**src/hdl/nearest_neighbor_table_lookup_assert.svh**
```systemverilog
// Assertion macros for the block's top module.
// Each macro expects clk and rst_n in the scope where it is used.
`ifndef NEAREST_NEIGHBOR_TABLE_LOOKUP_ASSERT_SVH
`define NEAREST_NEIGHBOR_TABLE_LOOKUP_ASSERT_SVH

// Same-cycle implication, disabled during reset.
`define NNL_ASSERT_IMP(label, ante, cons, msg) \
    label: assert property (@(posedge clk) disable iff (!rst_n) (ante) |-> (cons)) \
        else $error(msg);

// Next-cycle implication, disabled during reset.
`define NNL_ASSERT_NEXT(label, ante, cons, msg) \
    label: assert property (@(posedge clk) disable iff (!rst_n) (ante) |=> (cons)) \
        else $error(msg);

`endif

```
**src/hdl/nnl_pkg.sv**
```systemverilog
package nnl_pkg;

    // Request command codes.
    typedef enum logic {
        CMD_LOAD  = 1'b0,
        CMD_QUERY = 1'b1
    } cmd_t;

    // Result status codes.
    typedef enum logic [1:0] {
        ST_LOADED = 2'd0,
        ST_FOUND  = 2'd1,
        ST_EMPTY  = 2'd2,
        ST_FULL   = 2'd3
    } status_t;

    // Sequencer states.
    typedef enum logic [1:0] {
        FSM_IDLE,
        FSM_SCAN,
        FSM_DRAIN,
        FSM_PUT
    } fsm_state_t;

    localparam int KEY_W   = 16;
    localparam int POWER_W = 32;
    localparam int SQ_W    = 2 * KEY_W;
    localparam int DIST_W  = SQ_W + 1;

    typedef struct packed {
        cmd_t               cmd;
        logic [KEY_W-1:0]   key_nop;
        logic [KEY_W-1:0]   key_vector;
        logic [POWER_W-1:0] entry_power;
    } req_item_t;

    typedef struct packed {
        logic [POWER_W-1:0] power_out;
        status_t            status;
    } res_item_t;

    // One stored table entry.
    typedef struct packed {
        logic [KEY_W-1:0]   key_vector;
        logic [KEY_W-1:0]   key_nop;
        logic [POWER_W-1:0] power;
    } entry_t;

    // Control tag that travels down the scan pipeline with each entry.
    typedef struct packed {
        logic valid;
        logic first;
        logic last;
    } scan_tag_t;

endpackage

```
**src/hdl/nnl_best.sv**
```systemverilog
module nnl_best (
    input  logic                        clk,
    input  logic                        rst_n,
    input  nnl_pkg::scan_tag_t          tag,
    input  logic [nnl_pkg::SQ_W-1:0]    sq_x,
    input  logic [nnl_pkg::SQ_W-1:0]    sq_y,
    input  logic [nnl_pkg::POWER_W-1:0] power,
    output logic                        done,
    output logic [nnl_pkg::POWER_W-1:0] best_power
);
    import nnl_pkg::*;

    logic [DIST_W-1:0]  dist_sum;
    logic               take;
    logic [DIST_W-1:0]  best_dist_reg;
    logic [POWER_W-1:0] best_power_reg;
    logic               done_reg;

    // Sum the squared differences; a strictly smaller distance replaces the best,
    // so on a tie the earlier entry is kept.
    always_comb
    begin
        dist_sum = {1'b0, sq_x} + {1'b0, sq_y};
        take     = tag.valid && (tag.first || (dist_sum < best_dist_reg));
    end

    // Running minimum and the power that goes with it.
    always_ff @(posedge clk)
    begin
        if (take)
        begin
            best_dist_reg  <= dist_sum;
            best_power_reg <= power;
        end
    end

    // Pulse once the last entry of a scan has been compared.
    always_ff @(posedge clk or negedge rst_n)
    begin
        if (!rst_n)
        begin
            done_reg <= 1'b0;
        end
        else
        begin
            done_reg <= tag.valid && tag.last;
        end
    end

    assign done       = done_reg;
    assign best_power = best_power_reg;

endmodule
```
**config.mk**
```make
export PLATFORM = sky130hd
export DESIGN_NAME = nnl_best
export DESIGN_NICKNAME = d
export VERILOG_FILES = /design/src/hdl/nearest_neighbor_table_lookup_assert.svh /design/src/hdl/nnl_pkg.sv /design/src/hdl/nnl_best.sv
export SDC_FILE = /design/constraint.sdc
export NUM_CORES = 1
export LEC_CHECK = 0
export BUFFER_PORTS_ARGS = -buffer_cell sky130_fd_sc_hd__buf_2
export CAP_MARGIN = 20
export CORE_MARGIN = 5
export CORE_UTILIZATION = 40
export CTS_CLUSTER_DIAMETER = 200
export DETAILED_ROUTE_END_ITERATION = 10
export GPL_TIMING_DRIVEN = 0
export HOLD_SLACK_MARGIN = 0.02
export PLACE_DENSITY_LB_ADDON = 0.08
export SLEW_MARGIN = 20
export SYNTH_ARGS = -nofsm -noshare
export SYNTH_HDL_FRONTEND = slang
export SYNTH_SLANG_ARGS = --single-unit
```
**constraint.sdc**
```tcl
create_clock -name clk -period 9.7 [get_ports clk]
set_clock_uncertainty 0.05 [all_clocks]
set_input_delay 1.94 -clock clk [delete_from_list [all_inputs] [get_ports clk]]
set_output_delay 1.94 -clock clk [all_outputs]
set_load 0.02 [all_outputs]
```
* Yosys cells after proc, flatten, opt, wreduce, memory -nomap -nowiden *
Cells that the tools add are included.

cells by class
  reduce and logical (&&, ||, !) cells = 3
  $lt $le $gt $ge = 1
  add/subtract/negate cells = 1

operators by type and width
  kind               number
  $add 32x32->33     1
  $lt 33x33->1       1
  $logic_and 1x1->1  2
  $logic_or 1x1->1   1

word-level totals
  bits in registers = 66

* Logic depth before layout (Yosys ltp) *
  word-level depth = 4
  depth in mapped cells = 17

* Worst setup path after synthesis *
Ideal clock, no wire load.

  kind = input to register
  start point = input port sq_x[0] (netlist name)
  end point = register best_dist_reg[0] (enable)
  stages on the path = 17
  setup slack = 2.310 ns
  arrival time = 6.905 ns
  required time = 9.216 ns
  cell sequence = ha_1 > fa_1 > a21o_1 > a221oi_2 > a21o_1 > a211oi_4 > a2bb2oi_4 > mux2i_1 > a211oi_2 > ha_1 > a21o_1 > a21o_1 > a21oi_1 > o21ai_0 > a2111oi_0 > o31a_1 > o31a_1

on the way
  cells in the longest elaborated chain, start to end = 4

ends and longest elaborated chain
  item                  RTL line        text
  from (decl)           nnl_best.sv:5   input logic [nnl_pkg::SQ_W-1:0] sq_x,
  $add 32x32->33        nnl_best.sv:23  dist_sum = {1'b0, sq_x} + {1'b0, sq_y};
  via dist_sum[30]      nnl_best.sv:13  logic [DIST_W-1:0] dist_sum;
  $lt 33x33->1          nnl_best.sv:24  take = tag.valid && (tag.first || (dist_sum < best_dist_reg));
  $logic_or 1x1->1      nnl_best.sv:24
  $logic_and 1x1->1     nnl_best.sv:24
  via take              nnl_best.sv:14  logic take;
  to (signal assigned)  nnl_best.sv:32  best_dist_reg <= dist_sum;
  to (decl)             nnl_best.sv:15  logic [DIST_W-1:0] best_dist_reg;

The timed path passes the listed nets, and every way through them passes these cells.
A chain may end at the register's enable or synchronous reset.

* Worst setup path after layout *
  start point = input port sq_x[0] (netlist name)
  end point = register best_power_reg[4], in the netlist best_power[4] (enable)

on the way
  cells in the longest elaborated chain, start to end = 4

ends and longest elaborated chain
  item                  RTL line        text
  $add 32x32->33        nnl_best.sv:23
  via dist_sum[26]      nnl_best.sv:13
  $lt 33x33->1          nnl_best.sv:24
  $logic_or 1x1->1      nnl_best.sv:24
  $logic_and 1x1->1     nnl_best.sv:24
  via take              nnl_best.sv:14
  to (signal assigned)  nnl_best.sv:33  best_power_reg <= power;
  to (decl)             nnl_best.sv:16  logic [POWER_W-1:0] best_power_reg;

The timed path passes the listed nets, and every way through them passes these cells.

==> flow_summary_export.csv <==
group,metric,value,unit
floorplan,start_util,41.3,%
global_routing,antenna_found_initial,0,
critical_path,end_kind,"flop",
clock_network,cts_setup_buffers,0,
place,placed_area,5410,sq um
cells_and_area,mostFrequentLayoutCells,"133 x buf_2, 65 x edfxtp_1, 64 x ha_1",
route,ant_nets,0,
critical_path,slowest_stage,"a221oi_2",
clock_network,worstSkewPairLatency,0.32,ns
critical_path,critPathMostFrequentCell,"a21o_1",
critical_path,max_stage_delay,0.42,ns
critical_path,worstSetupStartpoint,"sq_x[0]",
critical_path,critPathBufInv,2,
route,drt_pass1_iterations,4,
global_routing,grt_util_met3,2.33,%
synthesis,yosysUniqueCellTypes,51,
clock_network,cts.path.max_buffers,2,
global_routing,grt_util_all_layers,14.6,%
floorplan,die_h,116,um
critical_path,worstReg2RegStart,"best_dist_reg[30]$_DFFE_PP_",
place,io_buffers,133,
synthesis,synth_ff_type,"edfxtp_1",
floorplan,num_rows,38,
cells_and_area,fin_util,52.5,%
critical_path,crit_chain,"buf_2, ha_1, fa_1, a21o_1, a221oi_2, a21o_1, a211oi_4, o211ai_1, a41oi_1, xnor2_1, ha_1, a21o_1, a21o_1, a21oi_1, o21ai_0, a2111oi_0, o31a_1, o31a_2, buf_12",
timing,finalHoldViolCount,0,
route,routed_wl,9.71,mm
critical_path,required,9.67,ns
floorplan,die_area,13600,sq um
timing,max-slew-margin-rel,65.6,%
synthesis,yosysWarnings,0,
min_path,hold_path_class,"flop to flop",
synthesis,synth_async_sr_flop_share,1.52,%
route,via_per_inst,5.11,
route,drtIter0Drc,203,
synthesis,synth_nets,579,
critical_path,arrival,6.41,ns
power,powerDensity,186,nW/um^2
clock_network,cts.clk_slew.worst_paths,0.05,ns
cells_and_area,largest_register_ffs,33,
cells_and_area,stdcell_area,5770,sq um
global_routing,busiest_layer,"met2",
cells_and_area,drive_above_1_share,28.4,%
clock_network,cts_resized,0,
critical_path,start_kind,"input pin",
clock_network,ctsHoldBuffers,0,
synthesis,synth_area_per_cell,11.0,sq um
power,fin_total_pwr,1.08,mW
global_routing,grt.met2_usage,21.8,%
synthesis,synthCells,413,
outcome,status,"completed",
place,gp_congestion,0.781,
critical_path,cp_max_fo,32,
clock_network,cts-root-buf,"clkbuf_16",
synthesis,synth_edf_count,65,
clock_network,cts.sinks,66,
clock_network,numCtsBuffers,9,
timing,setup_viol,0,
global_routing,gr-usage-met1,20.7,%
global_routing,grt_max_degree,33,
timing,max_freq,155,MHz
timing,grt_setup_unrepaired,"false",
clock_network,cts_tree,"built",
min_path,hp-start,"best_dist_reg[25]$_DFFE_PP_",
route,wire_per_inst,13.8,um
place,pre_cts_slack,2.91,ns
synthesis,ys_ff_latch,66,
timing,slew_violations,0,
route,drcViolationCount,0,
cells_and_area,diodes,0,
cells_and_area,syn_to_final_growth,27.3,%
critical_path,cp_top_family,"compound AO/OA/AOI/OAI gates",
cells_and_area,layout_commonest_cell,"buf_2",
global_routing,grt-ovfl-total,0,
critical_path,worstSetupPathType,"input pin to flop",
timing,setup_ws,3.26,ns
timing,tns,0,ns
timing,period_share,66.4,%
cells_and_area,fin_nets,725,
clock_network,cts-htree-levels,3,
synthesis,seq_area_frac_synth,43.6,%
floorplan,design.core.area,11000,sq um
global_routing,grt_pass1_wl,15.9,mm
place,dp_hpwl,7.98,mm
synthesis,synth_area,4530,sq um
flow_run,maxCapViolCount,0,
route,num_vias,3598,
floorplan,ios,134,
global_routing,grt_pass1_vias,3466,
timing,finalCriticalPeriod,6.44,ns
power,p_leak,2.77,nW
power,ir_worst_vdd,0.140,mV
timing,tightest_slew,0.516,ns
floorplan,die_x,116,um
==> stage by stage <==
stage	hold WS, ns	instances
2_1_floorplan	1.59	413
3_3_place_gp	1.67	686
3_5_place_dp	1.23	688
4_1_cts	1.24	704
5_1_grt	1.30	704
6_report	1.23	704
==> where the power goes <==
group	switching, mW	leakage (nW)	internal [mW]
Clock	0.115	0.165	0.258
Combinational	0.184	1.97	0.138
Sequential	0.00899	0.643	0.371
==> final cells by class <==
cell class                      instances  area [sq um]
Fill cell                            1004          5220
Multi-Input combinational cell        302          2380
Sequential cell                        66          1980
Timing Repair Buffer                  135           706
Clock buffer                           10           239
Tap cell                              140           175
Inverter                               39           146
Clock inverter                          6           114
Buffer                                  6          26.3
==> layer usage <==
layer	share of wire [%]	vias up
met5	0	-
li1	-	1855
met2	41	121
met4	2.1	0
met3	7.9	15
met1	49	1607
==> cells in the mapped netlist (all sizes together), types with 3 or more instances <==
cell / instances / area (sq um)
o21bai: 4 / 30.0
o21a: 5 / 37.5
edfxtp: 65 / 1950
nand3: 5 / 25.0
a221oi: 3 / 32.5
a21oi: 38 / 190
a211oi: 5 / 55.1
clkbuf: 5 / 18.8
a21o: 35 / 263
o21ai: 18 / 93.8
inv: 39 / 146
nand2: 20 / 75.1
nor2: 16 / 60.1
nand4: 9 / 56.3
nor3: 4 / 20.0
nand2b: 5 / 31.3
xnor2: 13 / 114
nor2b: 4 / 25.0
xor2: 14 / 123
a31oi: 3 / 18.8
a211o: 5 / 43.8
ha: 64 / 801
and3: 4 / 25.0
==> kinds of logic (layout without fill, tap and decap cells) <==
logic type	after synthesis	in the layout	share of synthesized area, %
compound gates	135	135	20.8
simple gates	73	73	8.01
flops	66	66	43.6
fa+ha+maj	65	65	18.1
buf+inv	45	196	3.81
xor+xnor	27	27	5.22
mux	2	2	0.442
==> worst register-to-register path: cells and delay by family (launching register included) <==
family,cells,cell delay (ns)
AOI/OAI and AO/OA,7,1.51
DFF,1,0.37
adders and majority gates,1,0.23
buffers and inverters,2,0.31
==> worst paths after layout <==
| kind | endpoint | slack, ns | cells past startpoint |
|---|---|---|---|
| max | best_power[4]$_DFFE_PP_ | 3.26 | 19 |
| max reg2reg | best_power[4]$_DFFE_PP_ | 6.91 | 10 |
| min reg2reg | best_dist_reg[30]$_DFFE_PP_ | 1.23 | 6 |
| min in group asynchronous | done$_DFF_PN0_ | 1.33 | 1 |
| max in group asynchronous | done$_DFF_PN0_ | 8.18 | 1 |
| min | best_dist_reg[30]$_DFFE_PP_ | 1.23 | 6 |
No activity file was read; power rests on OpenSTA's default activity.
