--- src/hdl/nearest_neighbor_table_lookup_assert.svh ---
// Assertion macros for the block's top module.
// Each macro expects clk and rst_n in the scope where it is used.
`ifndef NEAREST_NEIGHBOR_TABLE_LOOKUP_ASSERT_SVH
`define NEAREST_NEIGHBOR_TABLE_LOOKUP_ASSERT_SVH

// Same-cycle implication, disabled during reset.
`define NNL_ASSERT_IMP(label, ante, cons, msg) \
    label: assert property (@(posedge clk) disable iff (!rst_n) (ante) |-> (cons)) \
        else $error(msg);

// Next-cycle implication, disabled during reset.
`define NNL_ASSERT_NEXT(label, ante, cons, msg) \
    label: assert property (@(posedge clk) disable iff (!rst_n) (ante) |=> (cons)) \
        else $error(msg);

`endif

--- src/hdl/nnl_pkg.sv ---
package nnl_pkg;

    // Request command codes.
    typedef enum logic {
        CMD_LOAD  = 1'b0,
        CMD_QUERY = 1'b1
    } cmd_t;

    // Result status codes.
    typedef enum logic [1:0] {
        ST_LOADED = 2'd0,
        ST_FOUND  = 2'd1,
        ST_EMPTY  = 2'd2,
        ST_FULL   = 2'd3
    } status_t;

    // Sequencer states.
    typedef enum logic [1:0] {
        FSM_IDLE,
        FSM_SCAN,
        FSM_DRAIN,
        FSM_PUT
    } fsm_state_t;

    localparam int KEY_W   = 16;
    localparam int POWER_W = 32;
    localparam int SQ_W    = 2 * KEY_W;
    localparam int DIST_W  = SQ_W + 1;

    typedef struct packed {
        cmd_t               cmd;
        logic [KEY_W-1:0]   key_nop;
        logic [KEY_W-1:0]   key_vector;
        logic [POWER_W-1:0] entry_power;
    } req_item_t;

    typedef struct packed {
        logic [POWER_W-1:0] power_out;
        status_t            status;
    } res_item_t;

    // One stored table entry.
    typedef struct packed {
        logic [KEY_W-1:0]   key_vector;
        logic [KEY_W-1:0]   key_nop;
        logic [POWER_W-1:0] power;
    } entry_t;

    // Control tag that travels down the scan pipeline with each entry.
    typedef struct packed {
        logic valid;
        logic first;
        logic last;
    } scan_tag_t;

endpackage

--- src/hdl/nnl_sq_cell.sv ---
module nnl_sq_cell (
    input  logic                     clk,
    input  logic [nnl_pkg::KEY_W-1:0] a,
    input  logic [nnl_pkg::KEY_W-1:0] b,
    output logic [nnl_pkg::SQ_W-1:0]  sq
);
    import nnl_pkg::*;

    logic [KEY_W-1:0] diff_reg;
    logic [KEY_W-1:0] diff_next;
    logic [SQ_W-1:0]  sq_reg;
    logic [SQ_W-1:0]  sq_next;

    // First step: absolute difference; second step: its square.
    always_comb
    begin
        diff_next = (a > b) ? (a - b) : (b - a);
        sq_next   = {{KEY_W{1'b0}}, diff_reg} * {{KEY_W{1'b0}}, diff_reg};
    end

    // Each cell hands its result to the next stage every cycle.
    always_ff @(posedge clk)
    begin
        diff_reg <= diff_next;
        sq_reg   <= sq_next;
    end

    assign sq = sq_reg;

endmodule

--- config.mk ---
export PLATFORM = sky130hd
export DESIGN_NAME = nnl_sq_cell
export DESIGN_NICKNAME = d
export VERILOG_FILES = /design/src/hdl/nearest_neighbor_table_lookup_assert.svh /design/src/hdl/nnl_pkg.sv /design/src/hdl/nnl_sq_cell.sv
export SDC_FILE = /design/constraint.sdc
export NUM_CORES = 1
export LEC_CHECK = 0
export ABC_AREA = 1
export BUFFER_PORTS_ARGS = -buffer_cell sky130_fd_sc_hd__clkbuf_2
export CELL_PAD_IN_SITES_DETAIL_PLACEMENT = 0
export CELL_PAD_IN_SITES_GLOBAL_PLACEMENT = 1
export CORE_ASPECT_RATIO = 0.5
export CORE_MARGIN = 3
export CORE_UTILIZATION = 40
export DETAILED_ROUTE_END_ITERATION = 12
export PLACE_DENSITY_LB_ADDON = 0.1
export SLEW_MARGIN = 20
export SYNTH_ARGS = -nofsm -noshare
export SYNTH_HDL_FRONTEND = slang
export SYNTH_SLANG_ARGS = --single-unit
--- constraint.sdc ---
create_clock -name clk -period 10.6 [get_ports clk]
set_input_delay 1.59 -clock clk [delete_from_list [all_inputs] [get_ports clk]]
set_output_delay 1.59 -clock clk [all_outputs]
set_load 0.02 [all_outputs]
# Word level (Yosys, flattened, before mapping)
# Cells that the tools add are included.
# totals
reg_bits,48
in_bits,33
output_inout_bits,32
word_cells,7
# classes
addsub,2
mul,1
order_cmp,1
mux,1
# op_table
cell,count
16-bit by 16-bit multiplier with 32-bit output,1
16-bit subtractor,2
16-bit > comparator,1
16-bit two-way mux,1

# Depth between registers and ports, before layout
# Gate-level depths: netlist of the first run.
# depth
ltp_word,2
ltp_mapped,27
depth_no_buf,25

# Worst setup path before layout of the first run
# OpenSTA, ideal clock, no wires.
# synth_path
path_type,register to register
from,reg diff_reg[13]
to,reg sq_reg[27] (netlist: sq[27])
setup_ns,0.113
arrival_time_ns,5.055
t_required_ns,10.487
slack_ns,5.432
path_stages_with_launch,21
path_buffers,2
period_less_slack_ns,5.168
cell_sequence,dfxtp_1 -> clkbuf_1 -> buf_1 -> nand2_1 -> fa_1 -> fa_1 -> inv_1 -> fa_1 -> fa_1 -> fa_1 -> inv_1 -> fa_1 -> inv_1 -> ha_1 -> nand2_1 -> nor2_1 -> inv_1 -> o21bai_1 -> nand2_1 -> nand4_1 -> nand2_1
# synth_via
elab_chain_cells,1
# synth_lines
element,line_no,rtl
from (decl),nnl_sq_cell.sv:9,logic [KEY_W-1:0] diff_reg;
from (signal assigned),nnl_sq_cell.sv:24,diff_reg <= diff_next;
16-bit by 16-bit multiplier with 32-bit output,nnl_sq_cell.sv:18,"sq_next = {{KEY_W{1'b0}}, diff_reg} * {{KEY_W{1'b0}}, diff_reg};"
named net sq_next[27],nnl_sq_cell.sv:12,logic [SQ_W-1:0] sq_next;
to (signal assigned),nnl_sq_cell.sv:25,sq_reg <= sq_next;
to (decl),nnl_sq_cell.sv:11,logic [SQ_W-1:0] sq_reg;
# The timed path passes the listed nets, and every way through them passes these cells.

# Final worst setup path of the first run
# layout_path
from,reg diff_reg[7]
to,reg sq_reg[20] (netlist: sq[20])
# Same word-level chain as after synthesis.

==> results of run 1 <==
## layout by cell type, fill, tap and decap left out, types with 2 or more instances in the layout
master	instances
a21oi_1	40
nand3_1	53
o21ai_0	2
nand2_1	476
nand2_2	8
dfxtp_1	47
nand4_1	6
xnor2_1	13
inv_1	474
bufinv_16	2
clkbuf_2	63
fa_1	164
or2_2	2
nor2_1	60
nor2_4	3
o21ai_2	7
xor2_1	29
nor3_1	5
inv_2	3
clkbuf_16	5
nand3_2	4
ha_1	131
o21bai_1	8
## per-stage QoR
step / instances / setup slack, ps / instance area (um2) / hold WS, ps
floorplan: 1582 / 5432 / 11060 / 329.0
global placement: 1957 / 4836 / 11640 / 562.9
detailed placement: 1957 / 4841 / 11640 / 562.0
CTS: 1965 / 4803 / 11830 / 574.1
global route: 1965 / 4459 / 11830 / 593.7
finish: 1965 / 4879 / 11830 / 572.8
## per-layer routing
| layer | global-route usage | vias to the layer above |
|---|---|---|
| met5 | 0 | - |
| met4 | 0.02832 | 0 |
| met3 | 0.03097 | 21 |
| met2 | 0.3104 | 177 |
| met1 | 0.2840 | 4105 |
| li1 | - | 4572 |
## layout make-up
class / instances / share of cell area
Multi-Input combinational cell: 1017 / 0.6881
Inverter: 477 / 0.1513
Sequential cell: 47 / 0.07952
Tap cell: 352 / 0.03722
Timing Repair Buffer: 64 / 0.02728
Clock buffer: 5 / 0.01057
Clock inverter: 3 / 0.006027
## logic make-up (layout without fill, tap and decap cells)
family                   count (synthesis)  count (layout)  share of synthesized area
AND/OR/NAND/NOR                        620             620                     0.2262
buffers and inverters                  518             549                     0.1787
adder cells (fa/ha/maj)                295             295                     0.4451
AO/OA/AOI/OAI                           59              59                    0.03134
flip-flops                              47              47                    0.08509
XOR/XNOR                                42              42                    0.03327
other                                    1               1                  0.0003391
## worst max path at each step
stage	startpoint	to	slack (ps)
2_1_floorplan	diff_reg[13]$_DFF_P_	sq[27]$_DFF_P_	5430
3_3_place_gp	diff_reg[3]$_DFF_P_	sq[31]$_DFF_P_	4840
3_5_place_dp	diff_reg[7]$_DFF_P_	sq[28]$_DFF_P_	4840
4_1_cts	diff_reg[7]$_DFF_P_	sq[28]$_DFF_P_	4800
5_1_grt	diff_reg[7]$_DFF_P_	sq[28]$_DFF_P_	4460
6_report	diff_reg[7]$_DFF_P_	sq[20]$_DFF_P_	4880
## critical path, stage by stage (launching register included)
cell      delay, ps
dfxtp_1         830
nand2_1         170
fa_1            590
inv_1            70
ha_1            170
o21bai_1        170
fa_1            540
inv_1            50
fa_1            530
inv_1            50
fa_1            470
inv_1            50
fa_1            480
inv_1            50
ha_1            340
nand2_1         150
inv_1            50
a21oi_1         310
nand3_1         240
nand2_1         110
nand2_1          60
xor2_1          130
==> summary.txt, run 1 <==
status: complete, no violations
CP Class: flop to flop
Nets: 1940
synthesized area: 11060 um2
Largest register FFs: 31
Core Region: 26800 um2
Die Span Y: 123.6 um
final setup vio count: 0
clock latency at the later pin of the worst-skew pair: 310 ps
Synth cell types: 32
number of synthesized register bits: 47
I/O Buffers: 63
Mean Syn Cell Area: 6.990 um2
path category of the worst min-delay check: flop to flop
Max Transition Viols Final: 0
area occupied by multi-input gates: 8142 um2
DRC Markers: 0
RR Endpoint: sq[20]$_DFF_P_
Sink Count: 47
Synth area leader: fa_1
Avg WL per Cell: 13.70 um
Worst Skew: 12.09 ps
Longest Clk Path Bufs: 2
YS warnings: 0
Num CTS Buffers: 5
H-tree levels: 2
R2R cell count: 21
worst r2r src: diff_reg[7]$_DFF_P_
initial DRC count: 376
# Post-CTS Setup Buffers: 0
DR pass1 iterations: 5
fmax: 174.8 MHz
Data arrival, critical path: 5910 ps
placer congestion estimate: 0.8565
max-capacitance violation count: 0
pin count of the biggest net entering global routing: 24
HPWL Detailed: 23.63 mm
WL met1: 13.76 mm
Post-CTS Hold Buffers: 0
ys flop type: dfxtp_1
clk root buf: clkbuf_16
total track usage: 0.1941
main area contributors after synthesis: fa_1, nand2_1, inv_1
layout cells sized above 1: 0.06262
Synth top cells by count: nand2_1, inv_1, fa_1, ha_1, nor2_1
Reg clk slew, reported paths: 80 ps
total grt overflow: 0
CTS tree: done
P&R area growth vs syn: 7.004%
row cnt: 42
sequential element share of the synthesized area: 0.08509
clock period minus worst slack: 5721 ps
# diodes: 0
Routed Antenna Nets: 0
global-route wire length before repair: 45.81 mm
hold_sp: diff_reg[0]$_DFF_P_
met2 WL: 11.56 mm
worst slew pin tran: 812.8 ps
mean number of vias per cell: 4.517
relative slew slack: 0.4574
Final Util: 0.4415
post-route clock period utilization: 0.5398
final WL: 26.91 mm
Detail Route met3 WL: 1.324 mm
Setup crit end kind: flop
async set-reset flop share out of synthesis: 0
top layer in use: met4
io pins: 65
R2R Setup Slk: 4880 ps
post-route setup TNS: 0 ps
routed vias: 8875
Fin. Hold Viols: 0
RSZ-0062 raised after global routing: false
Fillers: 2805
Critical Path RT: 10790 ps
starting density of the core: 0.4126
initial antenna violation count: 1
vias in the first global route: 9185
Die W: 241.1 um
Synth top area share: 0.2969
worst hold path endpoint: sq[0]$_DFF_P_
number of synthesized flops with an enable pin: 0
most common cell in the netlist: nand2_1
die area: 29800 um2
Critical Path Source Type: flop
Mapped Cells: 1582
Worst Path Max Fanout: 16
cts repair resizes: 0
Hold Path Stages: 1
register area: 940.9 um2
syn nets: 1910
Power of run 1 is not shown: default switching activity piles up to over one toggle a cycle in this logic, so the estimate is an artifact.
==> run 2: changes to the inputs <==
==> constraint.sdc (replaced) <==
create_clock -name clk -period 5.7 [get_ports clk]
set_input_delay 0.855 -clock clk [delete_from_list [all_inputs] [get_ports clk]]
set_output_delay 0.855 -clock clk [all_outputs]
set_load 0.02 [all_outputs]
==> summary.txt, run 2 (synthesized netlist as in run 1, its figures left out) <==
status: complete, no violations
initial DRC count: 440 (+17%)
CP Class: flop to flop
Worst Skew: 7.539 ps (-4.555 ps)
pin count of the biggest net entering global routing: 24 (unchanged)
fmax: 183.5 MHz (+5.0%)
commonest cells after routing, fill and taps aside: nand2_1, inv_1, fa_1
most common cell after layout, fill and taps aside: nand2_1
mean number of vias per cell: 4.539 (+0.49%)
DR pass1 iterations: 5 (unchanged)
clock latency at the later pin of the worst-skew pair: 310 ps (about the same)
final WL: 26.39 mm (-1.9%)
Core Region: 26800 um2 (unchanged)
post-place setup slack: -32.99 ps (-4874 ps)
row cnt: 42 (unchanged)
die area: 29800 um2 (unchanged)
CTS tree: done
total track usage: 0.1917 (-0.002385)
Num CTS Buffers: 5 (unchanged)
clk root buf: clkbuf_16
Final WS setup: 251.8 ps (-4627 ps)
io pins: 65 (unchanged)
layout cells sized above 1: 0.08088 (+0.01827)
DRC Markers: 0 (unchanged)
Data arrival, critical path: 5650 ps (-260 ps)
RSZ-0062 raised after global routing: false
Reg clk slew, reported paths: 70 ps (about the same)
Die W: 241.1 um (unchanged)
GRT Max-Usage Layer: met2
Fin. Hold Viols: 0 (unchanged)
initial antenna violation count: 0 (-1)
max-capacitance violation count: 0 (unchanged)
placer congestion estimate: 0.8411 (-1.8%)
final cell count without fillers: 1984 (+0.97%)
met3 usage: 0.03584 (+0.004867)
Sink Count: 47 (unchanged)
Avg WL per Cell: 13.30 um (-2.9%)
# diodes: 0 (unchanged)
post-route clock period utilization: 0.9558 (+0.4161)
I/O Buffers: 63 (unchanged)
met1 Usage GRT: 0.2679 (-0.01610)
final setup vio count: 0 (unchanged)
total grt overflow: 0 (unchanged)
path category of the worst min-delay check: flop to flop
post-layout instance area: 11950 um2 (+0.99%)
routed vias: 9005 (+1.5%)
Critical Path Source Type: flop
clock period minus worst slack: 5448 ps (-273.3 ps)
Post-DP Area: 11780 um2 (+1.2%)
placed cells: 1976 (+0.97%)
P&R area growth vs syn: 8.067%
global-route wire length before repair: 45.11 mm (-1.5%)
starting density of the core: 0.4126 (unchanged)
GRT met2 Usage: 0.3164 (+0.006054)
Setup crit end kind: flop
Nets: 1959 (+0.98%)
Max Transition Viols Final: 0 (unchanged)
vias in the first global route: 9305 (+1.3%)
Die Span Y: 123.6 um (unchanged)
Largest register FFs: 31 (unchanged)
Longest Clk Path Bufs: 2 (unchanged)
HPWL Detailed: 23.55 mm (-0.36%)
Post-CTS Hold Buffers: 0 (unchanged)
Routed Antenna Nets: 0 (unchanged)
Critical Path RT: 5910 ps (-4880 ps)
H-tree levels: 2 (unchanged)
Worst Path Max Fanout: 10 (-6)
==> run 2: cell count changes in the layout (fill, tap and decap cells not counted) <==
cell	delta
inv_6	+1
dfxtp_2	+12
o21ai_0	-1
clkbuf_8	+1
buf_6	+1
buf_4	+18
bufinv_16	-2
inv_8	-1
o21ai_1	+1
clkinv_2	+1
dfxtp_1	-12
==> run 2: stage by stage <==
step	hold WS, ps	setup TNS, ps	util
CTS	579.9	0	0.4453
global placement	569.4	-104.0	0.4395
floorplan	329.0	0	-
global route	593.1	0	0.4459
detailed placement	570.7	-32.99	0.4395
finish	576.6	0	0.4459
==> run 2: area by class of cell <==
type	instances	area (um2)
timing repair buffer	83	469.2
clock buffer	6	138.9
multi-input combinational	1017	8142
fill	2875	14850
tap	352	440.4
sequential	47	955.9
inverter	477	1790
clock inverter	2	13.76
==> run 2: path summary, 6_finish.rpt <==
kind,startpoint,end,slack [ps],cells after the start
setup / recovery,diff_reg[3]$_DFF_P_,sq[18]$_DFF_P_,250,16
hold / removal,diff_reg[0]$_DFF_P_,sq[0]$_DFF_P_,580,1
setup reg to reg,diff_reg[3]$_DFF_P_,sq[18]$_DFF_P_,250,16
hold reg to reg,diff_reg[0]$_DFF_P_,sq[0]$_DFF_P_,580,1
==> run 2: layer usage <==
layer	up-vias	wire length (um)
met5	-	0
met4	0	270
met3	21	1148
met2	152	11630
met1	4230	13350
li1	4602	-
==> run 2: critical path, cell delays in order (launching register included) <==
cell	delay, ps
dfxtp_2	500
nand2_1	130
fa_1	550
fa_1	550
inv_1	60
fa_1	480
fa_1	520
fa_1	520
inv_1	60
fa_1	480
inv_1	40
ha_1	420
nand2_1	140
nor2_1	210
nand2_1	120
o21ai_1	290
xor2_1	300
==> run 2: timing repair <==
item                                    in CTS  in global routing
buffers inserted                             0                  0
cloned                                       0                  0
gates resized for setup                      2                 12
pin swaps                                    0                  0
endpoints found under the setup margin       1                 17
Power of run 2 is left out for the same reason.
==> run 3: changes to the inputs <==
--- a/config.mk
+++ b/config.mk
@@ -13,7 +13,7 @@
 export CORE_MARGIN = 3
 export CORE_UTILIZATION = 40
 export DETAILED_ROUTE_END_ITERATION = 12
-export PLACE_DENSITY_LB_ADDON = 0.1
+export PLACE_DENSITY = 0.73
 export SLEW_MARGIN = 20
 export SYNTH_ARGS = -nofsm -noshare
 export SYNTH_HDL_FRONTEND = slang
==> summary.txt, run 3 (synthesized netlist as in run 1, its figures left out) <==
area occupied by multi-input gates: 8147 um2 (about the same)
clock latency at the later pin of the worst-skew pair: 320 ps (about the same)
Core Region: 26800 um2 (unchanged)
RSZ-0062 raised after global routing: false
Critical Path RT: 5920 ps (about the same)
die area: 29800 um2 (unchanged)
H-tree levels: 2 (unchanged)
final setup vio count: 0 (unchanged)
GRT met2 Usage: 0.3171 (+0.0007123)
mean number of vias per cell: 4.524 (-0.32%)
post-place setup slack: 40.69 ps (+73.68 ps)
Die W: 241.1 um (unchanged)
Fillers: 2800 (-2.6%)
Critical Path Source Type: flop
CP Class: flop to flop
Fin. Hold Viols: 0 (unchanged)
commonest cells after routing, fill and taps aside: nand2_1, inv_1, fa_1
GRT Max-Usage Layer: met2
DR pass1 iterations: 5 (unchanged)
total grt overflow: 0 (unchanged)
fmax: 185.4 MHz (+1.0%)
Longest Clk Path Bufs: 2 (unchanged)
total track usage: 0.1906 (-0.001074)
met3 usage: 0.02544 (-0.01040)
row cnt: 42 (unchanged)
pin count of the biggest net entering global routing: 24 (unchanged)
Reg clk slew, reported paths: 80 ps (about the same)
Max Transition Viols Final: 0 (unchanged)
Worst Path Max Fanout: 9 (-1)
post-route clock period utilization: 0.9461 (-0.009677)
placer congestion estimate: 0.8478 (+0.80%)
Setup crit end kind: flop
Data arrival, critical path: 5620 ps (-30 ps)
Die Span Y: 123.6 um (unchanged)
clock period minus worst slack: 5393 ps (-55.16 ps)
path category of the worst min-delay check: flop to flop
initial DRC count: 412 (-6.4%)
starting density of the core: 0.4126 (unchanged)
io pins: 65 (unchanged)
Avg WL per Cell: 13.29 um (-0.11%)
Final WS setup: 307.0 ps (+55.16 ps)
Num CTS Buffers: 5 (unchanged)
met1 Usage GRT: 0.2704 (+0.002519)
most common cell after layout, fill and taps aside: nand2_1
post-route setup TNS: 0 ps (unchanged)
Routed Antenna Nets: 0 (unchanged)
I/O Buffers: 63 (unchanged)
Worst Skew: 12.24 ps (+4.698 ps)
Largest register FFs: 31 (unchanged)
Nets: 1960 (+0.051%)
register area: 954.7 um2 (-0.13%)
max-capacitance violation count: 0 (unchanged)
post-layout instance area: 12000 um2 (+0.43%)
# Post-CTS Setup Buffers: 0 (unchanged)
final WL: 26.38 mm (about the same)
layout cells sized above 1: 0.08145 (+0.0005628)
initial antenna violation count: 0 (unchanged)
DRC Markers: 0 (unchanged)
CTS tree: done
Post-DP Area: 11790 um2 (about the same)
clk root buf: clkbuf_16
P&R area growth vs syn: 8.531%
global-route wire length before repair: 45.48 mm (+0.81%)
# diodes: 0 (unchanged)
routed vias: 8981 (-0.27%)
status: complete, no violations
Sink Count: 47 (unchanged)
vias in the first global route: 9389 (+0.90%)
HPWL Detailed: 23.19 mm (-1.5%)
-- run 3: repair_timing --
item | CTS | global route
endpoints found under the setup margin | 0 | 16
hold endpoints to repair | 0 | 0
hold buffers | 0 | 0
gates resized for setup | 0 | 13
-- run 3: through the flow --
step	std cells	hold slack (ps)	utilization
4_1_cts	1985	597.2	0.4471
6_report	1985	595.8	0.4478
2_1_floorplan	1582	329.0	-
3_3_place_gp	1977	585.2	0.4398
5_1_grt	1985	607.6	0.4478
3_5_place_dp	1977	588.0	0.4398
-- run 3: per-layer routing --
metal	vias up	part of all wire	wire, um
met5	-	0	0
met4	0	0.011	289
met3	18	0.036	956
met2	162	0.44	11600
met1	4194	0.51	13540
li1	4607	-	-
-- run 3: worst max-delay path: stages, from the launching register on --
cell and delay (ps):
dfxtp_2 410, buf_4 180, nand2_1 70, inv_1 60, fa_1 530, inv_1 60
fa_1 480, inv_1 60, fa_1 490, fa_1 460, fa_1 520, inv_1 50
fa_1 480, inv_1 40, ha_1 400, nand2_1 130, nor2_1 210, inv_1 80
nor2_1 110, nor2_1 50, o21ai_1 160, xor2_1 270
-- run 3: area by class of cell --
cell class,count,area share
multi-input cells,1017,0.6788
inverters,477,0.1492
flip-flops and latches,47,0.07955
repair buffers,84,0.03941
well taps,352,0.03670
clock buffers,5,0.01043
clock inverters,3,0.005942
-- run 3: path summary, 6_finish.rpt --
check	slack [ps]	cells past startpoint	start	to
worst max register to register	310	21	diff_reg[6]$_DFF_P_	sq[18]$_DFF_P_
worst min-delay path	600	1	diff_reg[0]$_DFF_P_	sq[0]$_DFF_P_
worst max-delay path	310	21	diff_reg[6]$_DFF_P_	sq[18]$_DFF_P_
worst min register to register	600	1	diff_reg[0]$_DFF_P_	sq[0]$_DFF_P_
Power of run 3 is left out for the same reason.
